## src/rtl/core/gse_pkg.sv

```systemverilog
// gse_pkg: shared constants, codes and types of the gate sync engine.
// No dependencies; imported by every module of the block except gse_ram.
package gse_pkg;

  // Default sizes, handed down from the top level
  localparam int GATES_DEF   = 16;
  localparam int THREADS_DEF = 32;

  // Field widths
  localparam int FUNC_W   = 3;
  localparam int OBJ_W    = 8;
  localparam int THR_W    = 5;
  localparam int STATUS_W = 2;
  localparam int CFG_IDX_W  = 2;
  localparam int CFG_DATA_W = 8;

  // Stream payload widths, padded to whole bytes
  localparam int IN_DATA_W  = 24;
  localparam int OUT_DATA_W = 24;

  // Command codes
  localparam logic [FUNC_W-1:0] FUNC_ALLOC = 3'd0;
  localparam logic [FUNC_W-1:0] FUNC_FREE  = 3'd1;
  localparam logic [FUNC_W-1:0] FUNC_WAIT  = 3'd2;
  localparam logic [FUNC_W-1:0] FUNC_EXIT  = 3'd3;
  localparam logic [FUNC_W-1:0] FUNC_OPEN  = 3'd4;
  localparam logic [FUNC_W-1:0] FUNC_CLOSE = 3'd5;

  // Status codes
  localparam logic [STATUS_W-1:0] ST_OK         = 2'd0;
  localparam logic [STATUS_W-1:0] ST_INVALID    = 2'd1;
  localparam logic [STATUS_W-1:0] ST_NOT_LOCKED = 2'd2;
  localparam logic [STATUS_W-1:0] ST_NO_FREE    = 2'd3;

  // Configuration register indexes
  localparam logic [CFG_IDX_W-1:0] CFG_GATE_BASE    = 2'd0;
  localparam logic [CFG_IDX_W-1:0] CFG_CHECK_ARGS   = 2'd1;
  localparam logic [CFG_IDX_W-1:0] CFG_CHECK_LOCKED = 2'd2;

  // Gate state bits
  localparam int SIG_BIT  = 0;
  localparam int LOCK_BIT = 1;

  // Controller to datapath commands
  typedef struct packed {
    logic capture;  // input transfer: latch command, start entry read
    logic commit;   // execute: write back entry, load result register
  } gse_cmd_t;

endpackage

```

## src/rtl/core/gate_sync_engine_top.sv

```systemverilog
// gate_sync_engine_top: gate synchronizer with per-gate wait queues.
// Depends on gse_pkg, gse_ctrl, gse_dpath (which holds gse_ram).
//
//  channel | direction | handshake            | payload
//  --------+-----------+----------------------+------------------------------
//  in_     | slave     | in_tvalid/in_tready  | in_tdata: command
//  out_    | master    | out_tvalid/out_tready| out_tdata: result
//  cfg_    | slave     | cfg_valid/cfg_ready  | cfg_index, cfg_data
//
// For each command, the transfer cycle starts a read of the gate's entry (state
// bits and waiter bitmap) from the entry RAM; the execute state then modifies
// and writes it back and loads the result register.
// The result register decouples the sides; execute stalls only while a
// previous result is still waiting for out_tready.
// Reset (synchronous, rst_n low) clears control, config and per-gate flags;
// one valid bit per entry makes unwritten RAM entries read as all zero, so
// no clearing pass is needed. cfg_ready is always high.
module gate_sync_engine_top
  import gse_pkg::*;
#(
  parameter int GATES   = GATES_DEF,
  parameter int THREADS = THREADS_DEF
) (
  input  logic                  clk,
  input  logic                  rst_n,
  // [2:0] func, [10:3] object_id, [15:11] thread, [16] leave_open
  input  logic [IN_DATA_W-1:0]  in_tdata,
  input  logic                  in_tvalid,
  output logic                  in_tready,
  // [1:0] status, [2] entered, [3] blocked, [4] woken_valid,
  // [9:5] woken_thread, [17:10] new_gate
  output logic [OUT_DATA_W-1:0] out_tdata,
  output logic                  out_tvalid,
  input  logic                  out_tready,
  input  logic                  cfg_valid,
  output logic                  cfg_ready,
  input  logic [CFG_IDX_W-1:0]  cfg_index,
  input  logic [CFG_DATA_W-1:0] cfg_data
);

  gse_cmd_t            cmd;
  logic [STATUS_W-1:0] status;
  logic                entered, blocked, woken_valid;
  logic [THR_W-1:0]    woken_thread;
  logic [OBJ_W-1:0]    new_gate;

  assign cfg_ready = 1'b1;

  gse_ctrl u_ctrl (
    .clk        (clk),
    .rst_n      (rst_n),
    .in_tvalid  (in_tvalid),
    .in_tready  (in_tready),
    .out_tvalid (out_tvalid),
    .out_tready (out_tready),
    .cmd        (cmd)
  );

  gse_dpath #(
    .GATES   (GATES),
    .THREADS (THREADS)
  ) u_dpath (
    .clk              (clk),
    .rst_n            (rst_n),
    .cmd              (cmd),
    .in_func          (in_tdata[2:0]),
    .in_object_id     (in_tdata[10:3]),
    .in_thread        (in_tdata[15:11]),
    .in_leave_open    (in_tdata[16]),
    .cfg_we           (cfg_valid & cfg_ready),
    .cfg_index        (cfg_index),
    .cfg_data         (cfg_data),
    .out_status       (status),
    .out_entered      (entered),
    .out_blocked      (blocked),
    .out_woken_valid  (woken_valid),
    .out_woken_thread (woken_thread),
    .out_new_gate     (new_gate)
  );

  // pad with zeros up to the byte boundary
  assign out_tdata = {6'b0, new_gate, woken_thread, woken_valid, blocked, entered, status};

endmodule

```

## src/rtl/core/gse_ram.sv

```systemverilog
// gse_ram: generic single-write, single-read RAM with registered read data.
// No dependencies.
module gse_ram #(
  parameter int WIDTH = 8,
  parameter int DEPTH = 16
) (
  input  logic                                   clk,
  input  logic                                   we,
  input  logic [(DEPTH > 1 ? $clog2(DEPTH) : 1)-1:0] waddr,
  input  logic [WIDTH-1:0]                       wdata,
  input  logic                                   re,
  input  logic [(DEPTH > 1 ? $clog2(DEPTH) : 1)-1:0] raddr,
  output logic [WIDTH-1:0]                       rdata
);

  logic [WIDTH-1:0] mem [DEPTH];

  always_ff @(posedge clk) begin
    if (we) begin
      mem[waddr] <= wdata;
    end
    if (re) begin
      rdata <= mem[raddr];
    end
  end

endmodule

```

## src/rtl/core/gse_ctrl.sv

```systemverilog
// gse_ctrl: command sequencer of the gate sync engine.
// Depends on gse_pkg; drives gse_dpath through gse_cmd_t.
module gse_ctrl
  import gse_pkg::*;
(
  input  logic     clk,
  input  logic     rst_n,
  input  logic     in_tvalid,
  output logic     in_tready,
  output logic     out_tvalid,
  input  logic     out_tready,
  output gse_cmd_t cmd
);

  localparam logic [0:0] S_IDLE = 1'b0;
  localparam logic [0:0] S_EXEC = 1'b1;

  logic [0:0] state_r, state_nxt;
  logic       out_tvalid_r, out_tvalid_nxt;
  logic       accept, commit;

  assign in_tready  = (state_r == S_IDLE);
  assign out_tvalid = out_tvalid_r;
  assign accept     = in_tvalid & in_tready;
  // result register must be free (or emptying) before a new result lands
  assign commit     = (state_r == S_EXEC) & (~out_tvalid_r | out_tready);

  assign cmd.capture = accept;
  assign cmd.commit  = commit;

  always_comb begin
    state_nxt = state_r;
    unique case (state_r)
      S_IDLE: begin
        if (accept) state_nxt = S_EXEC;
      end
      S_EXEC: begin
        if (commit) state_nxt = S_IDLE;
      end
      default: state_nxt = S_IDLE;
    endcase
  end

  always_comb begin
    out_tvalid_nxt = out_tvalid_r;
    if (commit) begin
      out_tvalid_nxt = 1'b1;
    end else if (out_tready) begin
      out_tvalid_nxt = 1'b0;
    end
  end

  always_ff @(posedge clk) begin
    if (!rst_n) begin
      state_r      <= S_IDLE;
      out_tvalid_r <= 1'b0;
    end else begin
      state_r      <= state_nxt;
      out_tvalid_r <= out_tvalid_nxt;
    end
  end

`ifndef SYNTH
  a_accept_to_exec: assert property (@(posedge clk) disable iff (!rst_n)
    accept |=> (state_r == S_EXEC) && !in_tready)
    else $error("transfer accepted but execute not entered");

  a_commit_shows: assert property (@(posedge clk) disable iff (!rst_n)
    commit |=> out_tvalid_r)
    else $error("committed result not presented");

  a_exec_holds: assert property (@(posedge clk) disable iff (!rst_n)
    (state_r == S_EXEC) && !commit |=> (state_r == S_EXEC) && out_tvalid_r)
    else $error("stalled execute lost its command or result");
`endif

endmodule

```

## src/rtl/core/gse_dpath.sv

```systemverilog
// gse_dpath: gate state, waiter queues, config registers and result register.
// Depends on gse_pkg and gse_ram; sequenced by gse_ctrl.
module gse_dpath
  import gse_pkg::*;
#(
  parameter int GATES   = GATES_DEF,
  parameter int THREADS = THREADS_DEF
) (
  input  logic                  clk,
  input  logic                  rst_n,
  input  gse_cmd_t              cmd,
  input  logic [FUNC_W-1:0]     in_func,
  input  logic [OBJ_W-1:0]      in_object_id,
  input  logic [THR_W-1:0]      in_thread,
  input  logic                  in_leave_open,
  input  logic                  cfg_we,
  input  logic [CFG_IDX_W-1:0]  cfg_index,
  input  logic [CFG_DATA_W-1:0] cfg_data,
  output logic [STATUS_W-1:0]   out_status,
  output logic                  out_entered,
  output logic                  out_blocked,
  output logic                  out_woken_valid,
  output logic [THR_W-1:0]      out_woken_thread,
  output logic [OBJ_W-1:0]      out_new_gate
);

  localparam int GW = (GATES > 1) ? $clog2(GATES) : 1;
  localparam int TW = $clog2(THREADS);
  localparam int EW = 2 + THREADS;  // {waiters, lock, signal}

  // config
  logic [OBJ_W-1:0] gate_base_r;
  logic             check_args_r, check_locked_r;

  // per-gate flags in flops; entry valid bits stand in for RAM reset
  logic [GATES-1:0] in_use_r, in_use_nxt;
  logic [GATES-1:0] vld_r, vld_nxt;

  // latched command
  logic [FUNC_W-1:0] func_r;
  logic [OBJ_W-1:0]  g_r;
  logic [THR_W-1:0]  thr_r;
  logic              lopen_r;
  logic              found_r;
  logic [GW-1:0]     aidx_r;

  // accept-side
  logic [OBJ_W-1:0] g_in;
  logic             free_found;
  logic [GW-1:0]    free_idx;
  logic [GW-1:0]    rd_addr;
  logic [EW-1:0]    rdata;

  // execute-side
  logic [GW-1:0]        idx;
  logic                 g_ok;
  logic [EW-1:0]        ent;
  logic [1:0]           sl, new_sl, ho_sl;
  logic [THREADS-1:0]   q, new_q, wbit;
  logic                 ho_en, q_nz;
  logic [TW-1:0]        low_t;
  logic                 we;
  logic                 use_set, use_clr;
  logic [STATUS_W-1:0]  status_c;
  logic                 entered_c, blocked_c, woken_c;
  logic [OBJ_W-1:0]     new_gate_c;

  assign g_in = in_object_id - gate_base_r;

  // lowest unallocated gate
  always_comb begin
    free_found = 1'b0;
    free_idx   = '0;
    for (int i = GATES - 1; i >= 0; i--) begin
      if (!in_use_r[i]) begin
        free_found = 1'b1;
        free_idx   = GW'(i);
      end
    end
  end

  assign rd_addr = (in_func == FUNC_ALLOC) ? free_idx : g_in[GW-1:0];

  always_ff @(posedge clk) begin
    if (cmd.capture) begin
      func_r  <= in_func;
      g_r     <= g_in;
      thr_r   <= in_thread;
      lopen_r <= in_leave_open;
      found_r <= free_found;
      aidx_r  <= free_idx;
    end
  end

  gse_ram #(
    .WIDTH (EW),
    .DEPTH (GATES)
  ) u_ram (
    .clk   (clk),
    .we    (we & cmd.commit),
    .waddr (idx),
    .wdata ({new_q, new_sl}),
    .re    (cmd.capture),
    .raddr (rd_addr),
    .rdata (rdata)
  );

  assign idx  = (func_r == FUNC_ALLOC) ? aidx_r : g_r[GW-1:0];
  assign g_ok = (g_r < OBJ_W'(GATES));
  assign ent  = vld_r[idx] ? rdata : '0;
  assign sl   = ent[1:0];
  assign q    = ent[EW-1:2];
  assign q_nz = |q;

  always_comb begin
    low_t = '0;
    for (int i = THREADS - 1; i >= 0; i--) begin
      if (q[i]) low_t = TW'(i);
    end
  end

  always_comb begin
    wbit = '0;
    wbit[thr_r[TW-1:0]] = 1'b1;
  end

  always_comb begin
    new_sl     = sl;
    new_q      = q;
    ho_en      = 1'b0;
    ho_sl      = sl;
    we         = 1'b0;
    use_set    = 1'b0;
    use_clr    = 1'b0;
    status_c   = ST_OK;
    entered_c  = 1'b0;
    blocked_c  = 1'b0;
    woken_c    = 1'b0;
    new_gate_c = '0;

    priority if (func_r == FUNC_ALLOC) begin
      if (found_r) begin
        use_set    = 1'b1;
        new_sl     = 2'b00;
        we         = 1'b1;
        new_gate_c = OBJ_W'(aidx_r) + gate_base_r;
      end else begin
        status_c = ST_NO_FREE;
      end
    end else if (func_r > FUNC_CLOSE) begin
      // unused codes: nothing
    end else if (!g_ok) begin
      if (check_args_r) status_c = ST_INVALID;
    end else if (func_r == FUNC_FREE) begin
      use_clr = 1'b1;
    end else if (check_args_r && !in_use_r[idx]) begin
      status_c = ST_INVALID;
    end else begin
      we = 1'b1;
      unique case (func_r)
        FUNC_WAIT: begin
          if (32'(thr_r) < THREADS) begin
            if (sl == 2'b01) begin
              new_sl    = 2'b10;
              entered_c = 1'b1;
            end else begin
              new_q     = q | wbit;
              blocked_c = 1'b1;
            end
          end
        end
        FUNC_EXIT: begin
          if (check_locked_r && !sl[LOCK_BIT]) begin
            status_c = ST_NOT_LOCKED;
          end else if (lopen_r) begin
            ho_en = 1'b1;
            ho_sl = sl | 2'b01;
          end else if (!sl[SIG_BIT]) begin
            new_sl = sl & 2'b01;
          end else begin
            ho_en = 1'b1;
          end
        end
        FUNC_OPEN: begin
          if (sl[LOCK_BIT]) begin
            new_sl = sl | 2'b01;
          end else begin
            ho_en = 1'b1;
            ho_sl = 2'b11;
          end
        end
        FUNC_CLOSE: new_sl = sl & 2'b10;
        default: ;
      endcase
      // hand a signaled, locked gate to the lowest waiter, or unlock it
      if (ho_en) begin
        if (!q_nz) begin
          new_sl = ho_sl & 2'b01;
        end else begin
          new_sl  = ho_sl & 2'b10;
          new_q   = q & ~(THREADS'(1) << low_t);
          woken_c = 1'b1;
        end
      end
    end
  end

  always_comb begin
    in_use_nxt = in_use_r;
    vld_nxt    = vld_r;
    if (cmd.commit) begin
      if (use_set) in_use_nxt[idx] = 1'b1;
      if (use_clr) in_use_nxt[idx] = 1'b0;
      if (we)      vld_nxt[idx]    = 1'b1;
    end
  end

  always_ff @(posedge clk) begin
    if (!rst_n) begin
      in_use_r       <= '0;
      vld_r          <= '0;
      gate_base_r    <= '0;
      check_args_r   <= 1'b1;
      check_locked_r <= 1'b1;
    end else begin
      in_use_r <= in_use_nxt;
      vld_r    <= vld_nxt;
      if (cfg_we) begin
        unique case (cfg_index)
          CFG_GATE_BASE:    gate_base_r    <= cfg_data;
          CFG_CHECK_ARGS:   check_args_r   <= cfg_data[0];
          CFG_CHECK_LOCKED: check_locked_r <= cfg_data[0];
          default: ;
        endcase
      end
    end
  end

  always_ff @(posedge clk) begin
    if (cmd.commit) begin
      out_status       <= status_c;
      out_entered      <= entered_c;
      out_blocked      <= blocked_c;
      out_woken_valid  <= woken_c;
      out_woken_thread <= woken_c ? THR_W'(low_t) : '0;
      out_new_gate     <= new_gate_c;
    end
  end

endmodule

```

## config.mk

```make
export PLATFORM = sky130hd
export DESIGN_NAME = gate_sync_engine_top
export DESIGN_NICKNAME = d
export VERILOG_FILES = /design/src/rtl/core/gse_pkg.sv /design/src/rtl/core/gate_sync_engine_top.sv /design/src/rtl/core/gse_ram.sv /design/src/rtl/core/gse_ctrl.sv /design/src/rtl/core/gse_dpath.sv
export SDC_FILE = /design/constraint.sdc
export NUM_CORES = 1
export LEC_CHECK = 0
export BUFFER_PORTS_ARGS = -buffer_cell sky130_fd_sc_hd__buf_2
export CORE_ASPECT_RATIO = 0.8
export CORE_MARGIN = 2
export CORE_UTILIZATION = 45
export CTS_CLUSTER_DIAMETER = 30
export DETAILED_ROUTE_END_ITERATION = 10
export PLACE_DENSITY = 0.66
export SYNTH_ARGS = -nofsm -noshare
export SYNTH_HDL_FRONTEND = slang
export SYNTH_SLANG_ARGS = --single-unit
```

## constraint.sdc

```tcl
create_clock -name clk -period 7.37 [get_ports clk]
set_input_delay 0.737 -clock clk [delete_from_list [all_inputs] [get_ports clk]]
set_output_delay 0.737 -clock clk [all_outputs]
set_load 0.02 [all_outputs]
```

After elaboration in Yosys (flattened, before gate mapping)
Memory sizes are Yosys's and may differ from the RTL's. A register that Yosys moved wholly into a read port is not among the register bits.
Index checks and enable logic that the tools add are counted.
W data, S select, Z words.
{"block": "word_totals", "reg_bits": 84, "ram_bits": 544, "input_bits": 39, "out_inout_bits": 27, "wordCells": 206, "memories": 1}
{"block": "op_classes", "add_sub_neg": 2, "n_lt_le_gt_ge": 6, "n_eq_ne": 8, "shift": 1, "mux": 136, "n_bitwise": 15, "n_reduce_logical": 18}
{"memory": "u_dpath.u_ram.mem", "depth": 16, "word_bits": 34, "rd": 1, "rd_ports_with_merged_regs": 1, "write_ports": 1, "line": "gse_ram.sv:16", "text": "logic [WIDTH-1:0] mem [DEPTH];"}
{"op": "$mux W32", "count": 9}
{"op": "$mux W5", "count": 32}
{"op": "$mux W4", "count": 18}
{"op": "$mux W16", "count": 3}
{"op": "$mux W1", "count": 44}
{"op": "$mux W2", "count": 21}
{"op": "$mux W34", "count": 1}
{"op": "$and A32 B32 Y32", "count": 1}
{"op": "$not A32 Y32", "count": 1}
{"op": "$or A16 B16 Y16", "count": 2}
{"op": "$or A32 B32 Y32", "count": 1}
{"op": "$reduce_or A32 Y1", "count": 1}
{"op": "$shl A1 B5 Y32 const A", "count": 1}
{"op": "$and A16 B16 Y16", "count": 1}
{"op": "$not A16 Y16", "count": 1}
{"op": "$reduce_and A15 Y1", "count": 1}
{"op": "$reduce_and A2 Y1", "count": 5}
{"op": "$add A4 B8 Y8", "count": 1}
{"op": "$bmux W1 S4", "count": 2}
{"op": "$lt A8 B5 Y1 const B", "count": 1}
{"op": "$pmux W2 S4", "count": 1}
{"op": "$sub A8 B8 Y8", "count": 1}
{"op": "$eq A3 B2 Y1 const B", "count": 2}
{"op": "$eq A3 B3 Y1 const B", "count": 2}
{"op": "21 further kinds", "count": 33}

Logic depth before layout (Yosys ltp)
Gate-level depths: netlist of the first run.
{"block": "logic_depth", "ltp_word": 47, "ltp_mapped": 13, "ltp_nobuf": 10}

Modules after synthesis
From an unflattened synthesis of the first run, not the netlist that was laid out.
{"block": "unflattened", "cells_unflattened": 1622, "hier_area_um2": 27652.8}
{"mod": "gse_ram", "instances": 1, "cells_per_inst": 888, "area_each_um2": 21416.8, "seq_area_each_um2": 17356.6}
{"mod": "gse_dpath", "instances": 1, "cells_per_inst": 711, "area_each_um2": 6035.8, "seq_area_each_um2": 2042.0}
{"mod": "gse_ctrl", "instances": 1, "cells_per_inst": 11, "area_each_um2": 117.6, "seq_area_each_um2": 40.0}
{"mod": "gate_sync_engine_top", "instances": 1, "cells_per_inst": 12, "area_each_um2": 82.6, "seq_area_each_um2": 0.0}

Worst setup path after synthesis of the first run
No wires, ideal clock.
{"block": "synth_path", "kind": "reg-to-reg", "start": "reg u_dpath.func_r[1]", "end": "mem u_dpath.u_ram.mem[1][0] in the netlist's numbering, enable pin", "arrival_time_ns": 5.524, "required_ns": 6.857, "path_slack_ns": 1.333, "stages_incl_launch_ff": 10, "path_cell_list": "edfxtp_1 buf_4 or3_1 buf_2 mux2i_1 or4_1 o311a_1 nand4_1 a41oi_1 nor4_1"}
{"block": "synth_between", "elab_chain_cells": 14, "elab_cells_between_ends": 16, "classes_between": "1 x order compare; 1 x eq/ne; 10 x mux; 1 x bitwise; 3 x reduce/logical"}
{"item": "start, declared", "line": "gse_dpath.sv:40", "text": "logic [FUNC_W-1:0] func_r;"}
{"item": "start signal, assigned", "line": "gse_dpath.sv:86", "text": "func_r <= in_func;"}
{"item": "$logic_not A3 Y1", "line": "gse_dpath.sv:108, gse_dpath.sv:141"}
{"item": "$mux W4", "line": "gse_dpath.sv:108", "text": "assign idx = (func_r == FUNC_ALLOC) ? aidx_r : g_r[GW-1:0];"}
{"item": "$bmux W1 S4", "line": "gse_dpath.sv:156", "text": "end else if (check_args_r && !in_use_r[idx]) begin"}
{"item": "$mux W1 (implied by the code)", "line": "gse_dpath.sv:156"}
{"item": "$logic_not A1 Y1", "line": "gse_dpath.sv:156"}
{"item": "$logic_and A1 B1 Y1", "line": "gse_dpath.sv:156"}
{"item": "$mux W1", "line": "gse_dpath.sv:156"}
{"item": "$mux W1", "line": "gse_dpath.sv:154", "text": "end else if (func_r == FUNC_FREE) begin"}
{"item": "$mux W1", "line": "gse_dpath.sv:152", "text": "end else if (!g_ok) begin"}
{"item": "$mux W1", "line": "gse_dpath.sv:150", "text": "end else if (func_r > FUNC_CLOSE) begin"}
{"item": "$mux W1", "line": "gse_dpath.sv:141", "text": "priority if (func_r == FUNC_ALLOC) begin"}
{"item": "$and A1 B1 Y1", "line": "gse_dpath.sv:100", "text": ".we (we & cmd.commit),"}
{"item": "$mux W1", "line": "gse_ram.sv:19", "text": "if (we) begin"}
{"item": "$mux W1 (implied by the code)", "line": "gse_ram.sv:20", "text": "mem[waddr] <= wdata;"}
{"item": "end, declared", "line": "gse_ram.sv:16"}
Several ways; a longest one is shown, not always the timed one. The select of a mux whose other input is x is not followed.

Final worst setup path of the first run
{"block": "layout_path", "start": "reg u_dpath.func_r[2]", "end": "mem u_dpath.u_ram.mem[7][11] in the netlist's numbering, data pin"}
{"block": "layout_between", "elab_chain_cells": 47, "elab_cells_between_ends": 73, "classes_between": "1 x order compare; 5 x eq/ne; 1 x shift; 57 x mux; 3 x bitwise; 6 x reduce/logical"}
{"item": "$logic_not A3 Y1", "line": "gse_dpath.sv:108, gse_dpath.sv:141"}
{"item": "$mux W4", "line": "gse_dpath.sv:108"}
{"item": "$bmux W1 S4", "line": "gse_dpath.sv:110", "text": "assign ent = vld_r[idx] ? rdata : '0;"}
{"item": "$mux W1 (implied by the code)", "line": "gse_dpath.sv:110"}
{"item": "$mux W34", "line": "gse_dpath.sv:110"}
{"item": "$mux W5 (32 in a row)", "line": "gse_dpath.sv:118", "text": "if (q[i]) low_t = TW'(i);"}
{"item": "$shl A1 B5 Y32", "line": "gse_dpath.sv:201", "text": "new_q = q & ~(THREADS'(1) << low_t);"}
{"item": "$not A32 Y32", "line": "gse_dpath.sv:201"}
{"item": "$and A32 B32 Y32", "line": "gse_dpath.sv:201"}
{"item": "$mux W32", "line": "gse_dpath.sv:197", "text": "if (!q_nz) begin"}
{"item": "$mux W32", "line": "gse_dpath.sv:196", "text": "if (ho_en) begin"}
{"item": "$mux W32", "line": "gse_dpath.sv:156"}
{"item": "$mux W32", "line": "gse_dpath.sv:154"}
{"item": "$mux W32", "line": "gse_dpath.sv:152"}
{"item": "$mux W32", "line": "gse_dpath.sv:150"}
{"item": "$mux W32 (*)", "line": "gse_dpath.sv:141"}
{"item": "via u_dpath.new_q[9]", "line": "gse_dpath.sv:59", "text": "logic [THREADS-1:0] q, new_q, wbit;"}
Mark *: on every way through the listed nets, which the timed path passes. The rest lies on a longest branch. The select of a mux whose other input is x is not followed.

==> impl_metrics.py, run 1 <==
metrics = {
    "drt": {
        "drt-pass1-iter-count": 6,
        "drt_wl_total_mm": 69.29,
        "avgRoutedWirePerCell_um": 23.66,
        "vias": 16860,
        "ant_nets": 0,
        "drc": 0,
        "via_per_inst": 5.757,
        "drt_iter0_drc": 1695,
    },
    "global_route": {
        "grt_usage_pct": 21.02,
        "grt_pass1_vias": 16700,
        "gr-total-overflow": 0,
        "antenna_found_initial": 1,
        "grt_pass1_wl_mm": 103.2,
        "grt_max_degree": 121,
    },
    "cells_and_area": {
        "nets": 2036,
        "regArea_mm2": 0.01944,
        "multi_input_area_mm2": 0.009067,
        "area_growth_pct": 17.80,
        "antenna_cells": 0,
        "drive_gt1_share_pct": 15.98,
        "final_common_cell": "edfxtp_1",
        "layout_common_cells": "edfxtp_1, mux2i_1, clkbuf_16, nand2_1, nor2_1",
        "num-fill-cells": 5079,
    },
    "synthesis": {
        "synth_edf_count": 618,
        "synth_cell_types": 83,
        "synthAdderAreaFrac_pct": 0.6151,
        "synth.top_cell.area_share_pct": 64.25,
        "synthMuxAreaShare_pct": 18.66,
        "synth-simple-area-share_pct": 5.445,
        "synth-main-ff-cell": "edfxtp_1",
        "seq_area_frac_synth_pct": 67.30,
        "synth_top_family_by_area": "multiplexers",
        "synth_compound_area_share_pct": 5.580,
        "yosysTopAreaCell": "edfxtp_1",
        "ys_ff_latch": 662,
        "async_flop_share_pct": 0,
        "synth_warnings": 0,
        "synthTopCellsByArea": "edfxtp_1, mux2i_1, dfxtp_1",
        "synth.avg_cell_area_um2": 15.39,
        "syn_inst": 1877,
        "syn_area_mm2": 0.02888,
        "synthXorXnorAreaFrac_pct": 0.3336,
    },
    "placed_design": {
        "globalplace.congestion": 0.9280,
        "dp_hpwl_mm": 37.93,
        "portBuffers": 51,
    },
    "clock_network": {
        "clk_pin_slew_worst_paths_ns": 0.06,
        "cts.sinks": 662,
        "cts_buffer_depth": 3,
        "cts_made_buffers": 109,
        "htreeDepth": 3,
        "cts-root-buf": "clkbuf_16",
        "postCtsSetupBuffers": 0,
        "cts_hold_buffers": 0,
        "insertion_delay_ns": 0.67,
        "cts_tree": "yes",
        "cts_resized": 0,
    },
    "sta": {
        "max-slew-margin-rel_pct": 12.10,
        "period_share_pct": 70.02,
        "finalClockSkew_ns": 0.02803,
        "finalSetupTns_ns": 0,
        "rsz0062_at_grt": "false",
        "finalSetupViolations": 0,
        "finalHoldViolCount": 0,
        "period_needed_ns": 5.160,
        "clock.fmax_ghz": 0.1938,
        "tightest_slew_ns": 1.318,
        "slew_violations": 0,
    },
    "power_and_ir_drop": {
        "p_total_mw": 10.36,
        "max-vdd-ir-drop_mv": 0.2580,
        "p_leak_nw": 12.52,
        "p_per_area_mw_per_mm2": 304.4,
    },
    "min_path": {
        "hp-class": "in -> reg",
        "hold_depth": 1,
    },
    "die": {
        "die_w_um": 287.3,
        "rows": 83,
        "ios": 66,
        "die_height_um": 230.6,
        "core-area_mm2": 0.06387,
        "die-area_mm2": 0.06624,
        "initial_core_util_pct": 45.22,
    },
    "setup_path": {
        "regToRegSetupSlack_ns": 2.21,
        "crit_required_ns": 7.63,
        "end_kind": "flop",
        "cp.arrival_ns": 5.42,
        "crit_type": "reg -> reg",
        "crit_path_start_kind": "flop",
        "crit_fanout": 20,
        "r2r_cells": 8,
    },
    "run_status": {
        "outcome": "finished clean",
    },
    "run": {
        "max_cap_viol_count": 0,
    },
}
-- kinds of logic (layout without fill, tap and decap cells) --
kind of cell / Yosys count / count (layout)
other: 2 / 7
AOI/OAI and AO/OA: 222 / 222
xor gates and xnor gates: 11 / 11
adders and majority gates: 13 / 13
and+or+nand+nor: 305 / 305
muxes: 528 / 528
buffers and inverters: 134 / 330
DFF: 662 / 662
-- metal layers --
| layer | wire length, um | part of all wire, % | track usage [%] |
|---|---|---|---|
| met1 | 31760 | 46 | 30.31 |
| met2 | 30870 | 45 | 31.68 |
| met3 | 5118 | 7.4 | 5.178 |
| met4 | 1542 | 2.2 | 5.941 |
| met5 | 0 | 0 | 0 |
-- registers in the layout (all words and copies together), names as in the netlist, 2 cells and up, named ones only --
register,flops
u_dpath.out_new_gate,8
u_dpath.thr_r,5
u_dpath.out_status,2
u_dpath.u_ram.mem,544
u_dpath.gate_base_r,8
u_dpath.out_woken_thread,5
u_dpath.aidx_r,4
u_dpath.u_ram.rdata,34
u_dpath.vld_r,16
u_dpath.func_r,3
u_dpath.g_r,8
-- power breakdown --
| part | internal [mW] | switching, mW |
|---|---|---|
| clock | 3.17 | 1.86 |
| sequential | 4.27 | 0.0755 |
| combinational | 0.370 | 0.607 |
-- critical path, stage by stage (launching register included) --
cell and delay (ns):
edfxtp_1 0.71, or3_1 0.70, mux2i_1 0.23, or4_1 0.46
o311a_1 0.15, nand4_1 0.42, nand4_1 0.60, o2bb2a_1 0.46
a21oi_1 0.99
-- cell type report --
cell class              count  share of cell area, %
clock buffers             119                  8.190
clock inverters            86                  2.773
inverters                  33                 0.3641
multi-input cells        1086                  26.65
flip-flops and latches    662                  57.13
well taps                 850                  3.126
repair buffers             92                  1.765
-- through the flow --
step	cells	area [um2]	util [%]	hold WS, ns	setup slack (ns)
global route	2928	34020	53.27	0.2264	1.964
floorplan	1882	28900	-	0.4492	1.333
finish	2928	34020	53.27	0.2530	2.210
CTS	2928	34020	53.27	0.2235	2.392
detailed placement	2723	30290	47.43	0.4810	2.410
global placement	2723	30290	47.43	0.4590	2.520
-- path summary, 6_finish.rpt --
path,start,endpoint
worst max register to register,u_dpath.func_r[2],u_dpath.u_ram.mem[7][11]
worst min-delay path,in_tdata[16],u_dpath.lopen_r
worst min register to register,u_dpath.vld_r[2],u_dpath.vld_r[2]
worst max-delay path,u_dpath.func_r[2],u_dpath.u_ram.mem[7][11]
-- cells in the mapped netlist, types with 9 or more instances --
cell / n
edfxtp_1: 618
mux2i_1: 519
nor2_1: 76
nand2_1: 73
clkbuf_1: 53
dfxtp_1: 44
o21ai_0: 41
a21oi_1: 37
inv_1: 33
nor3_1: 24
nor2b_1: 23
o21a_1: 23
buf_1: 19
nor4_1: 17
nand3_1: 15
buf_2: 14
a32o_1: 12
buf_4: 12
ha_1: 11
a31oi_1: 10
nand4_1: 10
o221a_2: 10
a211oi_1: 9
(Power assumes the default switching activity.)
==> run 2: changes to the inputs <==
- PLACE_DENSITY: 0.66 -> 0.68
- clock period: 7.37 -> 4.5 ns (I/O delays scaled with it)
==> run 2 against run 1 <==
Non-clock buffer count grew 44. Largest power group unchanged. Power grew 64%. Critical path depth grew 1. Highest routed layer unchanged. Clock skew shrank 0.0082 ns. Sequential share of layout area shrank 1.0 points. Global-route usage shrank 0.11 points. Critical endpoint is now u_dpath.u_ram.mem[11][5]. Critical path type unchanged.
==> impl_metrics.py, run 2 (synthesis gave the netlist of run 1 again) <==
metrics = {
    "drt": {
        "drt_wl_total_mm": 68.82,
        "avgRoutedWirePerCell_um": 23.26,
        "drc": 0,
        "drt_iter0_drc": 1667,
        "via_per_inst": 5.659,
        "vias": 16750,
        "ant_nets": 0,
        "drt-pass1-iter-count": 6,
    },
    "die": {
        "die-area_mm2": 0.06624,
        "rows": 83,
        "initial_core_util_pct": 45.22,
        "die_height_um": 230.6,
        "ios": 66,
        "core-area_mm2": 0.06387,
        "die_w_um": 287.3,
    },
    "cells_and_area": {
        "layout_common_cells": "edfxtp_1, mux2i_1, clkbuf_16, nand2_1, nor2_1",
        "largest_register_ffs": 544,
        "regArea_mm2": 0.01944,
        "antenna_cells": 0,
        "instances_no_fill": 2959,
        "final_common_cell": "edfxtp_1",
        "area_growth_pct": 19.89,
        "num-fill-cells": 5037,
        "drive_gt1_share_pct": 16.93,
        "largest_register": "u_dpath.u_ram.mem",
        "multi_input_area_mm2": 0.009099,
        "nets": 2074,
        "reg_top3": "u_dpath.u_ram.mem x544, u_dpath.u_ram.rdata x34, u_dpath.vld_r x16",
    },
    "setup_path": {
        "cp_cell_sequence": "o31ai_2 -> nand2_1 -> or4_1 -> o311a_1 -> nand4_1 -> buf_4 -> nand4_1 -> buf_4 -> o21ai_1",
        "cp_slowest_cell": "o21ai_1",
        "regToRegEndpoint": "u_dpath.u_ram.mem[11][5]",
        "max_stage_delay_ns": 0.92,
        "crit_required_ns": 4.78,
        "cp.arrival_ns": 4.50,
        "end_kind": "flop",
        "regToRegSetupSlack_ns": 0.28,
        "crit_type": "reg -> reg",
        "crit_fanout": 16,
        "timing.rr.start": "u_dpath.func_r[2]",
        "r2r_cells": 9,
        "crit_path_start_kind": "flop",
    },
    "sta": {
        "tightest_slew_ns": 1.180,
        "finalSetupViolations": 0,
        "period_share_pct": 93.86,
        "period_needed_ns": 4.224,
        "max-slew-margin-rel_pct": 20.82,
        "rsz0062_at_grt": "false",
        "finalClockSkew_ns": 0.01986,
        "finalHoldViolCount": 0,
        "clock.fmax_ghz": 0.2368,
        "slew_violations": 0,
    },
    "power_and_ir_drop": {
        "p_seq_share_pct": 41.8,
        "p_total_mw": 16.99,
        "internal-power_mw": 12.96,
        "max-vdd-ir-drop_mv": 0.3575,
        "pwr-share-clk_pct": 48.3,
        "combPwrFrac_pct": 9.9,
        "p_per_area_mw_per_mm2": 490.6,
        "p_switching_mw": 4.031,
        "p_leak_nw": 12.78,
        "switching_share_pct": 23.73,
    },
    "global_route": {
        "antenna_found_initial": 1,
        "grt_max_degree": 65,
        "gr-total-overflow": 0,
        "grt_pass1_vias": 16620,
        "grt_usage_pct": 20.91,
        "grt_pass1_wl_mm": 103.3,
    },
    "run_status": {
        "outcome": "finished clean",
    },
    "min_path": {
        "hp-class": "in -> reg",
        "hold_depth": 1,
        "hold_end": "u_dpath.thr_r[3]",
        "hold_start": "in_tdata[14]",
    },
    "clock_network": {
        "htreeDepth": 3,
        "cts_buffer_depth": 3,
        "clk_pin_slew_worst_paths_ns": 0.05,
        "cts_made_buffers": 103,
        "insertion_delay_ns": 0.66,
        "cts_tree": "yes",
        "cts-root-buf": "clkbuf_16",
        "cts.sinks": 662,
    },
    "placed_design": {
        "globalplace.congestion": 0.9597,
        "placed_cells": 2761,
        "portBuffers": 51,
        "dp_hpwl_mm": 41.76,
    },
    "run": {
        "max_cap_viol_count": 0,
    },
}
## run 2: cell count changes in the layout (fill, tap and decap cells not counted), moves of 3 or more
cell / delta
buf_12: +24
buf_4: +14
bufinv_16: +7
clkbuf_16: -6
dlygate4sd3_1: +6
inv_6: -6
clkinv_2: -3
inv_8: -3
## run 2: routing by layer
layer  up-vias  routed length (um)  GRT usage [%]
li1       7665                   -              -
met1      8473               32560          31.05
met2       521               31160          31.79
met3        87                3967          3.528
met4         0                1132          5.697
met5         -                   0              0
## run 2: area by class of cell
| class | instances | share of cell area (%) |
|---|---|---|
| sequential | 662 | 56.14 |
| clock inverter | 78 | 2.934 |
| multi-input combinational | 1086 | 26.28 |
| inverter | 33 | 0.3577 |
| clock buffer | 114 | 7.624 |
| timing repair buffer | 136 | 3.599 |
| tap | 850 | 3.071 |
## run 2: power groups by stage
stage / combinational (mW) / clock, mW / sequential, mW
after global placement: 1.62 / 0 / 7.22
after CTS: 1.67 / 8.32 / 7.10
final: 1.67 / 8.21 / 7.10
after floorplan: 1.18 / 0 / 7.17
after detailed placement: 1.65 / 0 / 7.22
after global routing: 1.80 / 8.60 / 7.11
## run 2: how the worst max path moves through the flow
stage / to / start / depth (start not counted) / slack (ns)
final: u_dpath.u_ram.mem[11][5] / u_dpath.func_r[2] / 9 / 0.28
after global routing: u_dpath.u_ram.mem[14][8] / u_dpath.aidx_r[0] / 10 / 0.006
after CTS: u_dpath.u_ram.mem[3][13] / u_dpath.func_r[2] / 9 / 0.32
after detailed placement: u_dpath.u_ram.mem[4][12] / u_dpath.func_r[2] / 8 / 0.32
after global placement: u_dpath.u_ram.mem[4][12] / u_dpath.aidx_r[0] / 8 / 0.41
after floorplan: u_dpath.u_ram.mem[2][0] / u_dpath.func_r[1] / 9 / -0.57
## run 2: worst max-delay path, delay by kind of cell (launching register included)
kind            cells  cell delay, ns
compound gates      3            1.50
simple gates        4            1.29
flops               1            0.56
buf+inv             2            0.50
## run 2: stage by stage
stage                     hold WS [ns]  TNS (ns)  setup slack [ns]  area [um2]  utilization (%)
after floorplan                 0.4492    -47.19           -0.5701       28910                -
after global placement          0.4759         0            0.4093       30900            48.38
after detailed placement        0.4757         0            0.3230       30900            48.38
after CTS                     0.009497         0            0.3159       34610            54.20
after global routing          0.004232         0          0.006487       34630            54.22
final                          0.02922         0            0.2762       34630            54.22
## run 2: repair_timing
action,CTS,global route
endpoints found under the hold margin,6,0
gates resized for setup,0,3
buffers inserted,0,0
setup endpoints to repair,0,23
hold buffers,6,0
